$ cat src/rtl/mrpt_pkg.sv
`default_nettype none
package mrpt_pkg;
  localparam int unsigned NumBases = 5;
  localparam int unsigned BaseTableSize = 12;
  localparam int unsigned BaseCount = (NumBases > BaseTableSize) ? BaseTableSize : NumBases;
  localparam int unsigned BaseIdxW = (BaseCount > 1) ? $clog2(BaseCount) : 1;

  localparam logic [63:0] PRIME_BASES [BaseTableSize] = '{
    64'd2, 64'd3, 64'd5, 64'd7, 64'd11, 64'd13,
    64'd17, 64'd19, 64'd23, 64'd29, 64'd31, 64'd37
  };

  typedef enum logic [1:0] {
    MUL_ACC_SQ = 2'd0,
    MUL_SQ_SQ  = 2'd1,
    MUL_X_X    = 2'd2
  } mul_sel_t;

  typedef struct packed {
    logic     load_n;
    logic     shift_d;
    logic     load_base;
    logic     mul_start;
    mul_sel_t mul_sel;
    logic     shift_e;
    logic     acc_to_x;
  } mrpt_cmd_t;

  typedef struct packed {
    logic below_two;
    logic is_even;
    logic is_two;
    logic d_odd;
    logic r_more;
    logic base_zero;
    logic e_zero;
    logic e_lsb;
    logic mul_done;
    logic x_one;
    logic x_nm1;
  } mrpt_status_t;
endpackage
`default_nettype wire

$ cat src/rtl/mrpt_ctrl.sv
`default_nettype none
module mrpt_ctrl (
  input  wire logic                 clk,
  input  wire logic                 rst,
  input  wire logic                 in_valid,
  output logic                      in_ready,
  output logic                      out_valid,
  input  wire logic                 out_ready,
  output logic                      out_flag,
  output logic [mrpt_pkg::BaseIdxW-1:0] base_idx,
  output mrpt_pkg::mrpt_cmd_t       cmd,
  input  wire mrpt_pkg::mrpt_status_t status
);
  typedef enum logic [3:0] {
    S_IDLE, S_CHECK, S_SPLIT, S_BASE, S_EXP, S_MUL_ACC, S_MUL_SQ,
    S_TEST, S_SQR, S_SQR_CHK, S_NEXT, S_DONE
  } state_t;

  state_t state;
  logic   busy_mul;

  assign in_ready = (state == S_IDLE) && !out_valid;

  always_comb begin
    cmd = '0;
    cmd.mul_sel = mrpt_pkg::MUL_X_X;
    case (state)
      S_IDLE:    cmd.load_n = in_valid && in_ready;
      S_SPLIT:   cmd.shift_d = !status.d_odd;
      S_BASE:    cmd.load_base = !status.base_zero;
      S_MUL_ACC: begin
        cmd.mul_sel = mrpt_pkg::MUL_ACC_SQ;
        cmd.mul_start = !busy_mul;
      end
      S_MUL_SQ: begin
        cmd.mul_sel = mrpt_pkg::MUL_SQ_SQ;
        cmd.mul_start = !busy_mul;
        cmd.shift_e = status.mul_done;
      end
      S_EXP:     cmd.acc_to_x = status.e_zero;
      S_SQR:     cmd.mul_start = !busy_mul;
      default:   cmd.mul_start = 1'b0;
    endcase
  end

  always_ff @(posedge clk) begin
    if (rst) begin
      state <= S_IDLE;
      out_valid <= 1'b0;
      out_flag <= 1'b0;
      base_idx <= '0;
      busy_mul <= 1'b0;
    end else begin
      if (out_valid && out_ready) out_valid <= 1'b0;
      if (cmd.mul_start) busy_mul <= 1'b1;
      if (status.mul_done) busy_mul <= 1'b0;
      case (state)
        S_IDLE: if (in_valid && in_ready) state <= S_CHECK;
        S_CHECK: begin
          base_idx <= '0;
          if (status.below_two) begin
            out_flag <= 1'b0; state <= S_DONE;
          end else if (status.is_even) begin
            out_flag <= status.is_two; state <= S_DONE;
          end else state <= S_SPLIT;
        end
        S_SPLIT: if (status.d_odd) state <= S_BASE;
        S_BASE: begin
          if (status.base_zero) begin
            out_flag <= 1'b1; state <= S_DONE;
          end else state <= S_EXP;
        end
        S_EXP: begin
          if (status.e_zero) state <= S_TEST;
          else if (status.e_lsb) state <= S_MUL_ACC;
          else state <= S_MUL_SQ;
        end
        S_MUL_ACC: if (status.mul_done) state <= S_MUL_SQ;
        S_MUL_SQ:  if (status.mul_done) state <= S_EXP;
        S_TEST: begin
          if (status.x_one || status.x_nm1) state <= S_NEXT;
          else if (status.r_more) state <= S_SQR;
          else begin
            out_flag <= 1'b0; state <= S_DONE;
          end
        end
        S_SQR: if (status.mul_done) state <= S_SQR_CHK;
        S_SQR_CHK: begin
          if (status.x_nm1) state <= S_NEXT;
          else if (status.r_more) state <= S_SQR;
          else begin
            out_flag <= 1'b0; state <= S_DONE;
          end
        end
        S_NEXT: begin
          if (base_idx == mrpt_pkg::BaseIdxW'(mrpt_pkg::BaseCount - 1)) begin
            out_flag <= 1'b1; state <= S_DONE;
          end else begin
            base_idx <= base_idx + 1'b1; state <= S_BASE;
          end
        end
        S_DONE: begin
          out_valid <= 1'b1;
          state <= S_IDLE;
        end
        default: state <= S_IDLE;
      endcase
    end
  end

  a_no_accept_busy: assert property (@(posedge clk) disable iff (rst)
    (state != S_IDLE) |-> !in_ready) else $error("ready while busy");
  a_done_sets_valid: assert property (@(posedge clk) disable iff (rst)
    (state == S_DONE) |=> out_valid) else $error("result lost");
  a_start_idle: assert property (@(posedge clk) disable iff (rst)
    cmd.mul_start |-> !busy_mul) else $error("multiplier restarted");
endmodule
`default_nettype wire

$ cat config.mk
export PLATFORM = sky130hd
export DESIGN_NAME = mrpt_ctrl
export DESIGN_NICKNAME = d
export VERILOG_FILES = /design/src/rtl/mrpt_pkg.sv /design/src/rtl/mrpt_ctrl.sv
export SDC_FILE = /design/constraint.sdc
export NUM_CORES = 1
export LEC_CHECK = 0
export BUFFER_PORTS_ARGS = -buffer_cell sky130_fd_sc_hd__buf_4
export CAP_MARGIN = 20
export CORE_MARGIN = 2
export CORE_UTILIZATION = 45
export DETAILED_ROUTE_END_ITERATION = 10
export GPL_TIMING_DRIVEN = 0
export PLACE_DENSITY = 0.8
export SLEW_MARGIN = 40
export SYNTH_ARGS = -nofsm -noshare
export SYNTH_HDL_FRONTEND = slang
export SYNTH_SLANG_ARGS = --single-unit
$ cat constraint.sdc
create_clock -name clk -period 1.4 [get_ports clk]
set_clock_uncertainty 0.1 [all_clocks]
set_input_delay 0.07 -clock clk [delete_from_list [all_inputs] [get_ports clk]]
set_output_delay 0.07 -clock clk [all_outputs]
set_load 0.02 [all_outputs]
==> results.md, run 1 <==
- The flow ran to the end, but the final reports show violations.
- The checks that failed: negative setup slack.
- The power density over the cells is 1650 nW/um2.
- The clock group share of total power is 0.102.
- The worst setup path is captured at a flop.
- Of the total power, the share spent switching nets is 0.4042.
- CTS placed an instance of sky130_fd_sc_hd__clkbuf_4 at the clock tree root.
- The wire length after detailed routing is 3182 um.
- The area of all placed cells without fillers is 1620 um2.
- The cell-internal power is 1.592 mW.
- The async set-or-reset flop fraction in the synthesized netlist is 0.
- For this run, the register share of the synthesized area comes to 0.2195.
- Summing every instance area after synthesis gives 912.1 um2.
- The CTS tree is done.
- The maximum operating frequency is 596.9 MHz.
- The sum of negative setup slack is -2867 ps.
- Counting cells, the worst reg-to-reg path comes to 5.
- The most instantiated library cell after synthesis is sky130_fd_sc_hd__dfxtp_1.
- In this run the deepest clock path goes through 2 buffers.
- The final worst setup slack is -275.4 ps.
- The number of detailed-route iterations in the first pass is 4.
- In this run the power spent charging and discharging nets is 1.080 mW.
- Yosys printed 0 warnings.
- At the end of the flow, the number of nets in the layout was 183.
- In this run the core area contains 16 standard-cell rows.
- The average vias per placed instance is 5.667.
- For this design the top-level I/O count stands at 29.
- The first global-routing pass estimated 4781 um of wire.
- The total global routing overflow is 0.
- Measured along the y axis, the die boundary spans 49.02 um.
- The reg-to-reg startpoint is state[3].
- The count of state elements after synthesis is 10.
- Measured along the x axis, the die boundary spans 49.02 um.
- The later-pin clock latency in the skew report is 270 ps.
- In this run, distinct cell masters in the synthesized netlist total 47.
- The routed design could run at a clock period as short as 1675 ps.
- In the routed design, unresolved DRC markers number 0.
- The critical path data arrival time is 1750 ps.
- The number of cells on the worst hold path is 4.
- Of the cells placed in the final design, the portion with a size suffix greater than 1 is 0.5576.
- The critical path is of the reg -> reg type.
- A synthesized cell averages 8.217 um2.
- The H-tree level count is 1.
- The startpoint identified for the worst hold timing path is out_ready.
- The overall power is 2.673 mW.
- Once placement finished, the instance area stood at 1235 um2.
- The final cell count without fillers is 192.
- The total area inside the core boundary comes to 1942 um2.
- In this run the tightest slew margin relative to its limit is 0.6531.
- The cell count after synthesis came out at 111.
- The diode insertion count for antenna repair is 0.
- The number of enable-type register cells in the synthesized netlist is 0.
- In the synthesized netlist, the cells that appear most often are sky130_fd_sc_hd__dfxtp_1, sky130_fd_sc_hd__nor2_1, sky130_fd_sc_hd__inv_1, sky130_fd_sc_hd__a21oi_1.
- The clock transition time at the flip-flop clock pins of the worst setup and hold paths is 80 ps.
- Summed over all cells, the static leakage comes to 0.6825 nW.
- Of the post-synthesis cell area, the dominant cell type holds 0.2195.
- At the end of routability-driven placement, the weighted congestion stood at 0.9136.
- The max capacitance violation total is 0.
- The detailed placement HPWL is 1807 um.
- Along the worst path, the maximum fanout reaches 5.
- The peak supply drop is 1.017 mV.
- The actual slew at the worst max-slew pin is 520.3 ps.
- Of the total power, registers draw 0.162.
- The overall via count from detail_route is 1,088.
- The count of endpoints failing hold in the final timing report is 0.
- The synthesized net count is 128.
- Input and output buffers added on the ports amount to 28.
- Before CTS, the worst setup slack after placement is -241.8 ps.
- The required time of the critical path is 1470 ps.
- After detailed placement, the design holds a cell count of 166.
- Setup slack on the worst reg-to-reg path comes out at -280 ps.
- The die covers 2403 um2.
- The clock drives 10 sinks.
- The number of DRC markers in iteration 0 is 41.
- Among all flip-flop cells after synthesis, the most frequent one is sky130_fd_sc_hd__dfxtp_1.
- The number of antenna violations at the first check in global routing is 0.
- For hold timing, the worst endpoint is out_valid.
- The final hold slack is 16.46 ps.
- The portion of total power attributed to combinational logic is 0.736.
- The final cell utilization of the core is 0.8344.
- The element type at the critical path start is a flop.
- Of all cell types, the one taking the most synthesized area is sky130_fd_sc_hd__dfxtp_1.
- The via count of the first global-routing pass came to 1,043.
- The number of clock buffers added by TritonCTS is 3.
- The maximum number of pins on one net before global-route repair is 11.
- Setup repair after global routing could not meet its margin everywhere.
- Sorting the synthesized cells by area gives the leading types as sky130_fd_sc_hd__dfxtp_1, sky130_fd_sc_hd__nor2_1, sky130_fd_sc_hd__a21oi_1.
- The final number of setup-violating endpoints is 16.
- After detailed routing, the average wire length per cell comes to 16.57 um.
- The period utilization is 1.197.
- For this run, the total global-route usage over all layers was measured as 0.2510.
- The layout overhead on the synthesized area is 77.64%.
- The number of slew-limit violations in the final report came to 0.
- The count of nets left with antenna violations after detail routing is 0.
- The starting density of the core is 0.4697.
- In this run the worst hold path is classified as in -> reg.
- The worst register-to-register path ends at state[1].
registers in the layout (all words and copies together), names as in the netlist:
name / count
base_idx: 3
busy_mul: 1
state: 4
out_flag: 1
out_valid: 1
critical path, cell delays in order (launching register included):
cell                      delay, ps
sky130_fd_sc_hd__dfxtp_2        330
sky130_fd_sc_hd__buf_6          130
sky130_fd_sc_hd__and2b_2        240
sky130_fd_sc_hd__a311o_1        200
sky130_fd_sc_hd__or3b_1         350
sky130_fd_sc_hd__o31ai_1        220
cells in the final DEF, fill, tap and decap left out, types with 2 or more instances in the layout:
cell type                       synthesis  routed
sky130_fd_sc_hd__a21oi_1                6       6
sky130_fd_sc_hd__and2_4                 0       2
sky130_fd_sc_hd__buf_12                 0       2
sky130_fd_sc_hd__buf_4                  2      38
sky130_fd_sc_hd__buf_6                  2      12
sky130_fd_sc_hd__clkbuf_4               0       3
sky130_fd_sc_hd__dfxtp_1               10       4
sky130_fd_sc_hd__dfxtp_2                0       4
sky130_fd_sc_hd__dfxtp_4                0       2
sky130_fd_sc_hd__dlygate4sd3_1          0       2
sky130_fd_sc_hd__ha_1                   2       2
sky130_fd_sc_hd__inv_1                  8       7
sky130_fd_sc_hd__mux2i_1                2       2
sky130_fd_sc_hd__nand2_1                3       2
sky130_fd_sc_hd__nand2b_1               2       2
sky130_fd_sc_hd__nand3_1                3       3
sky130_fd_sc_hd__nand3b_1               2       2
sky130_fd_sc_hd__nor2_1                 9       7
sky130_fd_sc_hd__nor2b_1                4       3
sky130_fd_sc_hd__nor3_1                 5       3
sky130_fd_sc_hd__nor3b_1                3       2
sky130_fd_sc_hd__nor3b_4                0       2
sky130_fd_sc_hd__nor4_4                 0       2
sky130_fd_sc_hd__nor4bb_4               0       2
sky130_fd_sc_hd__o21ai_0                5       4
sky130_fd_sc_hd__o31ai_1                2       2
sky130_fd_sc_hd__or3_1                  3       3
sky130_fd_sc_hd__or3b_1                 2       2
logic make-up (layout without fill, tap and decap cells):
kind of cell             after synthesis  after routing  synth area share
AO/OA/AOI/OAI                         27             27            0.2373
XOR/XNOR                               2              2           0.01921
adder cells (fa/ha/maj)                2              2           0.02743
buffers and inverters                 16             70           0.09464
flip-flops                            10             10            0.2195
multiplexers                           2              2           0.02195
AND/OR/NAND/NOR                       52             52            0.3800
what timing repair did:
item                                    in CTS  in global routing
cloned                                       3                  0
hold endpoints to repair                     2                  0
buffers inserted                             8                  9
pin swaps                                   11                  9
endpoints found under the setup margin      17                 17
hold buffers                                 2                  0
resized for setup                           23                 18
layout make-up:
| cell class | instances | area [um2] |
|---|---|---|
| multi-input cells | 85 | 770.7 |
| repair buffers | 50 | 436.7 |
| fillers | 113 | 321.6 |
| flip-flops and latches | 10 | 212.7 |
| plain buffers | 8 | 100.1 |
| clock buffers | 4 | 36.28 |
| well taps | 27 | 33.78 |
| inverters | 8 | 30.03 |
layer usage:
| layer | part of all wire | vias up | track usage |
|---|---|---|---|
| met1 | 0.39 | 504 | 0.2947 |
| met3 | 0.068 | 11 | 0.04908 |
| met5 | 0 | - | 0 |
| met4 | 0.016 | 0 | 0.09524 |
| li1 | - | 520 | - |
| met2 | 0.53 | 53 | 0.4475 |
power by group through the flow:
stage | logic [mW] | registers [mW] | clock network (mW)
after global routing | 2.08 | 0.440 | 0.289
final | 1.97 | 0.432 | 0.273
after CTS | 1.67 | 0.427 | 0.274
after floorplan | 0.945 | 0.409 | 0
after global placement | 1.22 | 0.411 | 0
after detailed placement | 1.23 | 0.414 | 0
worst max-delay path by stage:
stage / startpoint / endpoint / slack (ps) / depth (start not counted)
2_1_floorplan: state[3] / state[0] / -110 / 5
3_3_place_gp: state[0] / out_flag / -190 / 5
3_5_place_dp: state[1] / state[0] / -240 / 5
4_1_cts: state[3] / cmd[4] / -210 / 5
5_1_grt: state[3] / cmd[4] / -320 / 5
6_report: state[3] / state[1] / -280 / 5
(Power assumes the default switching activity.)
==> inputs of run 2 (changes only) <==
--- a/config.mk
+++ b/config.mk
@@ -5,13 +5,13 @@
 export SDC_FILE = /design/constraint.sdc
 export NUM_CORES = 1
 export LEC_CHECK = 0
-export BUFFER_PORTS_ARGS = -buffer_cell sky130_fd_sc_hd__buf_4
 export CAP_MARGIN = 20
 export CORE_MARGIN = 2
 export CORE_UTILIZATION = 45
 export DETAILED_ROUTE_END_ITERATION = 10
+export DONT_BUFFER_PORTS = 1
 export GPL_TIMING_DRIVEN = 0
-export PLACE_DENSITY = 0.8
+export PLACE_DENSITY = 0.67
 export SLEW_MARGIN = 40
 export SYNTH_ARGS = -nofsm -noshare
 export SYNTH_HDL_FRONTEND = slang
==> run 2 against run 1 <==
Against the previous run: the flow still finishes with violations (negative setup slack); total power rose by 9.3%; clock power rose by 5%; critical endpoint unchanged; critical path depth rose by 1; first-iteration DRC count fell by 12%; maximum frequency fell by 7.6%.
==> results.md, run 2 (synthesis gave the netlist of run 1 again) <==
- The die footprint is 2403 um2 (unchanged).
- The number of buffers inserted by port buffering is 0 (-100%).
- The critical path buffer and inverter count is 2 (+1).
- The clock root buffer master is sky130_fd_sc_hd__clkbuf_4.
- The clock group share of total power is 0.098 (-0.004).
- The total global routing overflow came to 0 (unchanged).
- The number of detailed-route iterations in the first pass is 4 (unchanged).
- The portion of total power attributed to combinational logic came to 0.747 (+0.011).
- The filler cell count came to 115 (+1.8%).
- The maximum number of pins on one net before global-route repair was 11 (unchanged).
- The overall power is 2.921 mW (+9.3%).
- The proportion of layout cells with a drive suffix above 1 is 0.5649 (+0.007359).
- The maximum fanout encountered on the critical timing path was 7 (+2).
- The starting density of the core was 0.4697 (unchanged).
- The signal on the critical path passes through or2_4 -> buf_6 -> buf_6 -> a2111oi_4 -> or3b_4 -> o31ai_2.
- The worst-case clock buffer depth was 2 (unchanged).
- The met3 track demand over resource is 0.03988 (-0.009202).
- The critical path data arrival time is 1880 ps (+130 ps).
- The post-detailed-route wirelength per cell is 18.57 um (+12%).
- The total global-route track usage is 0.2432 (-0.007782).
- The cell-internal power was 1.741 mW (+9.3%).
- The number of clock sinks seen by CTS is 10 (unchanged).
- The critical path's largest stage delay is 440 ps (+90 ps).
- The sequential power share is 0.155 (-0.007).
- The dominant delay contributor by cell family on the critical path is compound AO/OA/AOI/OAI gates.
- The via count of the first global-routing pass is 981 (-5.9%).
- The number of antenna violations at the first check in global routing is 0 (unchanged).
- The total net switching power came to 1.180 mW (+9.2%).
- The global-route wire length before repair is 4505 um (-5.8%).
- The average vias per placed instance is 5.956 (+5.1%).
- The placement row count came to 16 (unchanged).
- The clock transition time at the flip-flop clock pins of the worst setup and hold paths came to 80 ps (about the same).
- The number of slew-limit violations in the final report is 0 (unchanged).
- The leakage component of the power was 0.6375 nW (-6.6%).
- The number of DRC markers in iteration 0 is 36 (-12%).
- The peak supply drop is 1.177 mV (+16%).
- The minimum clock period after layout is 1812 ps (+137.0 ps).
- The final worst setup slack is -412.4 ps (-137.0 ps).
- The number of top-level design ports is 29 (unchanged).
- The later-pin clock latency in the skew report is 280 ps (about the same).
- The remaining routing DRC violations is 0 (unchanged).
- The layer with the highest usage is met2.
- The count of endpoints failing hold in the final timing report was 0 (unchanged).
- The most frequent standard cell in the layout excluding fill and tap cells is sky130_fd_sc_hd__buf_4.
- Setup repair after global routing could not meet its margin everywhere.
- The worst-case headroom to the max-slew limit is 0.5995 (-0.05364).
- The critical path endpoint category is a flop.
- The detailed placement HPWL was 1628 um (-9.9%).
- The period utilization is 1.295 (+0.09787).
- The area of the core came to 1942 um2 (unchanged).
- The CTS tree is done.
- The overall via count from detail_route is 1,078 (-0.92%).
- The H-tree level count is 1 (unchanged).
- The worst setup path is of the reg -> reg kind.
- The diode insertion count for antenna repair is 0 (unchanged).
- The footprint of the flip-flops and latches was 217.7 um2 (+2.4%).
- In the layout the commonest cells are sky130_fd_sc_hd__buf_4, sky130_fd_sc_hd__buf_6, sky130_fd_sc_hd__inv_1.
- The met2 track utilization from global routing was 0.4201 (-0.02740).
- The run finished, with violations left.
- The actual slew at the worst max-slew pin came to 599.8 ps (+79.56 ps).
- The required time of the critical path is 1470 ps (about the same).
- The total number of nets in the final design is 172 (-6.0%).
- The met1 track demand over resource in global routing is 0.2909 (-0.003802).
- The sum of negative setup slack came to -4321 ps (-1454 ps).
- The final number of setup-violating endpoints came to 17 (+1).
- The most frequent cell on the critical path is sky130_fd_sc_hd__buf_6.
- The number of flip-flops under the largest register name was 4 (unchanged).
- The maximum operating frequency is 551.7 MHz (-7.6%).
- The area used by multi-input combinational logic is 810.8 um2 (+5.2%).
- Relative to the synthesized area, the layout overhead comes to 76.13%.
- The power density over the cells is 1818 nW/um2 (+10%).
- The count of nets left with antenna violations after detail routing is 0 (unchanged).
- The wire length after detailed routing came to 3361 um (+5.6%).
- The final reports fail on negative setup slack.
- The placer congestion estimate came to 0.7647 (-16%).
- The register with the most flip-flops is state.
- The switching part of the total is 0.4040 (about the same).
- In the final layout, the registers with the most flip-flops are state (4), base_idx (3).
- The horizontal die dimension is 49.02 um (unchanged).
- For this design, the slowest cell found on the critical path is sky130_fd_sc_hd__a2111oi_4.
- The height of the die came to 49.02 um (unchanged).
- The tightest min-delay check is of the in -> reg type.
- The number of buffers added by the clock tree synthesis step came to 3 (unchanged).
- The final cell utilization of the core is 0.8273 (-0.007087).
- The max capacitance violation total is 0 (unchanged).
- The element type at the critical path start is a flop.
run 2: cell type report:
type                    count  area share
repair buffers             40      0.2383
clock buffers               4     0.02259
plain buffers               7     0.05919
inverters                   8     0.01869
flip-flops and latches     10      0.1355
well taps                  27     0.02103
multi-input cells          85      0.5047
run 2: final timing paths:
kind | slack, ps | endpoint | depth (start not counted) | startpoint
max reg2reg | -410 | state[1] | 6 | state[0]
min | 40 | state[3] | 2 | status[5]
max | -410 | state[1] | 6 | state[0]
min reg2reg | 390 | busy_mul | 2 | busy_mul
run 2: power groups by stage:
stage / combinational, mW / clock [mW] / sequential, mW
floorplan: 0.945 / 0 / 0.409
global route: 2.28 / 0.300 / 0.459
global placement: 1.08 / 0 / 0.424
detailed placement: 1.09 / 0 / 0.428
CTS: 1.56 / 0.274 / 0.427
finish: 2.18 / 0.286 / 0.452
run 2: through the flow:
stage,hold WS (ps),area [um2],setup slack [ps],cells
after global routing,46.67,1607,-451.6,181
final,44.23,1607,-412.4,181
after global placement,47.42,1025,-196.3,138
after CTS,33.18,1365,-425.7,168
after detailed placement,51.21,1025,-220.1,138
after floorplan,42.76,991.0,-108.9,111
run 2: worst reg2reg max path, delay by kind of cell (launching register included):
| kind | cells | cell delay (ps) |
|---|---|---|
| compound gates | 2 | 500 |
| buf+inv | 2 | 230 |
| flops | 1 | 390 |
| simple gates | 2 | 490 |
run 2: timing repair:
action,CTS,global route
hold buffers,5,0
gates resized for setup,30,30
gates cloned,0,1
buffers inserted,21,13
pin swaps,13,20
setup endpoints to repair,17,17
endpoints found under the hold margin,6,0
run 2: routing by layer:
metal	vias up	share of wire
met1	519	0.42
li1	499	-
met4	0	0.029
met2	50	0.49
met5	-	0
met3	10	0.059
==> inputs of run 3 (changes only) <==
--- a/config.mk
+++ b/config.mk
@@ -11,7 +11,7 @@
 export DETAILED_ROUTE_END_ITERATION = 10
 export DONT_BUFFER_PORTS = 1
 export GPL_TIMING_DRIVEN = 0
-export PLACE_DENSITY = 0.67
+export PLACE_DENSITY = 0.65
 export SLEW_MARGIN = 40
 export SYNTH_ARGS = -nofsm -noshare
 export SYNTH_HDL_FRONTEND = slang
==> constraint.sdc (replaced) <==
create_clock -name clk -period 1.8 [get_ports clk]
set_clock_uncertainty 0.1 [all_clocks]
set_input_delay 0.09 -clock clk [delete_from_list [all_inputs] [get_ports clk]]
set_output_delay 0.09 -clock clk [all_outputs]
set_load 0.02 [all_outputs]
==> run 3 against run 2 <==
Against the previous run: the run ends with negative hold slack, negative setup slack left; sequential power fell by 29%; largest power group unchanged; critical endpoint is now cmd[7]; via count down 18%; register-to-register slack improved by 500 ps; global-route usage shrank 3.9 points; utilization decreased by 25 points; sequential cell count unchanged; count of clock-buffer cells in the layout down 1; final area down 30%; setup slack improved by 350 ps; die area is the same; combinational power decreased by 55%.
==> results.md, run 3 (synthesis gave the netlist of run 1 again) <==
- The flow ran to the end, but the final reports show violations.
- The checks that failed: negative hold slack, negative setup slack.
- The overall via count from detail_route was 889 (-18%).
- The number of antenna violations at the first check in global routing is 0 (unchanged).
- The worst-case headroom to the max-slew limit is 0.6506 (+0.05114).
- The footprint of the flip-flops and latches was 201.4 um2 (-7.5%).
- The worst-case clock buffer depth is 2 (unchanged).
- The logic depth of the worst register-to-register path is 6 (unchanged).
- The diode insertion count for antenna repair is 0 (unchanged).
- The total number of nets in the final design came to 140 (-19%).
- The area of the core came to 1942 um2 (unchanged).
- The maximum operating frequency is 538.0 MHz.
- The worst setup path is launched from a flop.
- The placer congestion estimate is 0.7727 (+1.0%).
- The number of cells on the worst hold path is 3 (+1).
- In the finished design, the share of the clock period the worst path needs comes to 1.033.
- The sum of negative setup slack was -61.65 ps (+4259 ps).
- The filler cell count is 197 (+71%).
- The proportion of layout cells with a drive suffix above 1 is 0.2727 (-0.2922).
- The worst hold path begins at status[5].
- The required time of the critical path is 1610 ps (+140 ps).
- Compared with the post-synthesis result, the final layout area differs by 23.59%.
- The average vias per placed instance came to 6.007 (+0.86%).
- The remaining routing DRC violations is 0 (unchanged).
- The later-pin clock latency in the skew report is 270 ps (about the same).
- The total global-route track usage is 0.2041 (-0.03904).
- The number of buffers added by the clock tree synthesis step came to 3 (unchanged).
- The number of top-level design ports is 29 (unchanged).
- The final worst setup slack is -58.82 ps (+353.6 ps).
- The power density over the cells is 1291 nW/um2 (-29%).
- The horizontal die dimension came to 49.02 um (unchanged).
- The maximum fanout encountered on the critical timing path is 7 (unchanged).
- The clock root buffer master is sky130_fd_sc_hd__clkbuf_4.
- The final cell utilization of the core is 0.5805 (-0.2468).
- The leakage component of the power is 0.4105 nW (-36%).
- The detailed placement HPWL came to 1678 um (+3.0%).
- In the layout the commonest cells are sky130_fd_sc_hd__dfxtp_1, sky130_fd_sc_hd__inv_1, sky130_fd_sc_hd__nor2_1.
- The final cell count without fillers was 148 (-18%).
- The placement row count was 16 (unchanged).
- The wire length after detailed routing is 2337 um (-30%).
- The total global routing overflow is 0 (unchanged).
- The number of flip-flops under the largest register name is 4 (unchanged).
- The peak supply drop is 0.6546 mV (-44%).
- The starting density of the core is 0.4697 (unchanged).
- The height of the die is 49.02 um (unchanged).
- The critical path endpoint category is an output pin.
- The area used by multi-input combinational logic came to 714.4 um2 (-12%).
- The worst hold path terminates at state[2].
- The number of detailed-route iterations in the first pass is 4 (unchanged).
- The number of clock sinks seen by CTS is 10 (unchanged).
- The actual slew at the worst max-slew pin came to 523.3 ps (-76.60 ps).
- The final hold slack is -2.207 ps (-46.43 ps).
- TritonCTS built the clock tree.
- The count of nets left with antenna violations after detail routing was 0 (unchanged).
- The maximum number of pins on one net before global-route repair came to 11 (unchanged).
- The clock transition time at the flip-flop clock pins of the worst setup and hold paths came to 70 ps (about the same).
- The critical path data arrival time was 1670 ps (-210 ps).
- The count of endpoints failing hold in the final timing report came to 1 (+1).
- The most frequent standard cell in the layout excluding fill and tap cells is sky130_fd_sc_hd__dfxtp_1.
- The reg-to-reg startpoint is state[3].
- The routed design could run at a clock period as short as 1859 ps.
- The number of buffers inserted by port buffering is 0 (unchanged).
- The global-route wire length before repair is 3870 um (-14%).
- The die footprint is 2403 um2 (unchanged).
- The largest registers in the layout are state (4), base_idx (3).
- The critical path is of the reg -> out type.
- The max capacitance violation total is 0 (unchanged).
- Setup repair after global routing could not meet its margin everywhere.
- The number of DRC markers in iteration 0 was 14 (-61%).
- The post-detailed-route wirelength per cell came to 15.79 um (-15%).
- The via count of the first global-routing pass is 850 (-13%).
- More flip-flops sit in one register than any other, and that register is state.
- The number of instances in the placed design is 138 (unchanged).
- The number of slew-limit violations in the final report is 0 (unchanged).
- The H-tree level count was 1 (unchanged).
- The kind of path behind the tightest hold check is in -> reg.
- The setup slack on the worst flop-to-flop path is 90 ps (+500 ps).
- The final number of setup-violating endpoints is 2 (-15).
- The endpoint of the worst-slack reg-to-reg timing path is state[1].
[run 3: changes by cell type in the layout (fill, tap and decap cells not counted), moves of 4 or more]
cell | before | now
sky130_fd_sc_hd__buf_4 | 20 | 6
sky130_fd_sc_hd__buf_8 | 4 | 0
sky130_fd_sc_hd__dfxtp_1 | 4 | 9
sky130_fd_sc_hd__buf_6 | 15 | 3
sky130_fd_sc_hd__dfxtp_4 | 4 | 0
[run 3: critical path, stage by stage, from the launching register on]
cell and delay, ps:
sky130_fd_sc_hd__dfxtp_1 310, sky130_fd_sc_hd__buf_6 130, sky130_fd_sc_hd__or2_4 270, sky130_fd_sc_hd__nor4_4 430, sky130_fd_sc_hd__and2_4 250
[run 3: worst max path at each step]
stage / start / end / slack [ps] / depth (start not counted)
floorplan: state[3] / state[0] / 70 / 5
global placement: state[0] / state[0] / -40 / 4
CTS: state[3] / cmd[4] / -80 / 4
global route: state[3] / cmd[7] / -100 / 4
detailed placement: state[3] / state[0] / -80 / 5
finish: state[3] / cmd[7] / -60 / 4
[run 3: area by class of cell]
cell class / instances / share of cell area
tap: 27 / 0.02997
inverter: 8 / 0.02664
sequential: 10 / 0.1787
buffer: 8 / 0.05771
timing repair buffer: 7 / 0.05327
clock buffer: 3 / 0.01998
multi-input combinational: 85 / 0.6337
[run 3: routing by layer]
metal	global-route usage	vias up	wire length, um
li1	-	426	-
met1	0.2619	433	1021
met2	0.3425	25	1154
met3	0.03681	5	126
met4	0.07143	0	34
met5	0	-	0
[run 3: what timing repair did]
item                                   CTS  global route
pin swaps                                3             3
gates cloned                             0             0
buffers inserted                         0             4
endpoints found under the hold margin    4             0
gates resized for setup                 11             9
hold buffers                             3             0
setup endpoints to repair                9             6
[run 3: where the power goes]
| part | switching [mW] | internal [mW] | total, mW |
|---|---|---|---|
| clock network | 0.0837 | 0.0775 | 0.161 |
| registers | 0.0555 | 0.264 | 0.319 |
| logic | 0.523 | 0.452 | 0.975 |
[run 3: metrics by stage]
| step | area, um2 | power, mW | worst slack, ps |
|---|---|---|---|
| floorplan | 918.4 | 0.9415 | 67.19 |
| global placement | 952.2 | 1.048 | -39.04 |
| detailed placement | 952.2 | 1.064 | -77.76 |
| CTS | 1054 | 1.319 | -81.91 |
| global route | 1127 | 1.546 | -98.01 |
| finish | 1127 | 1.455 | -58.82 |
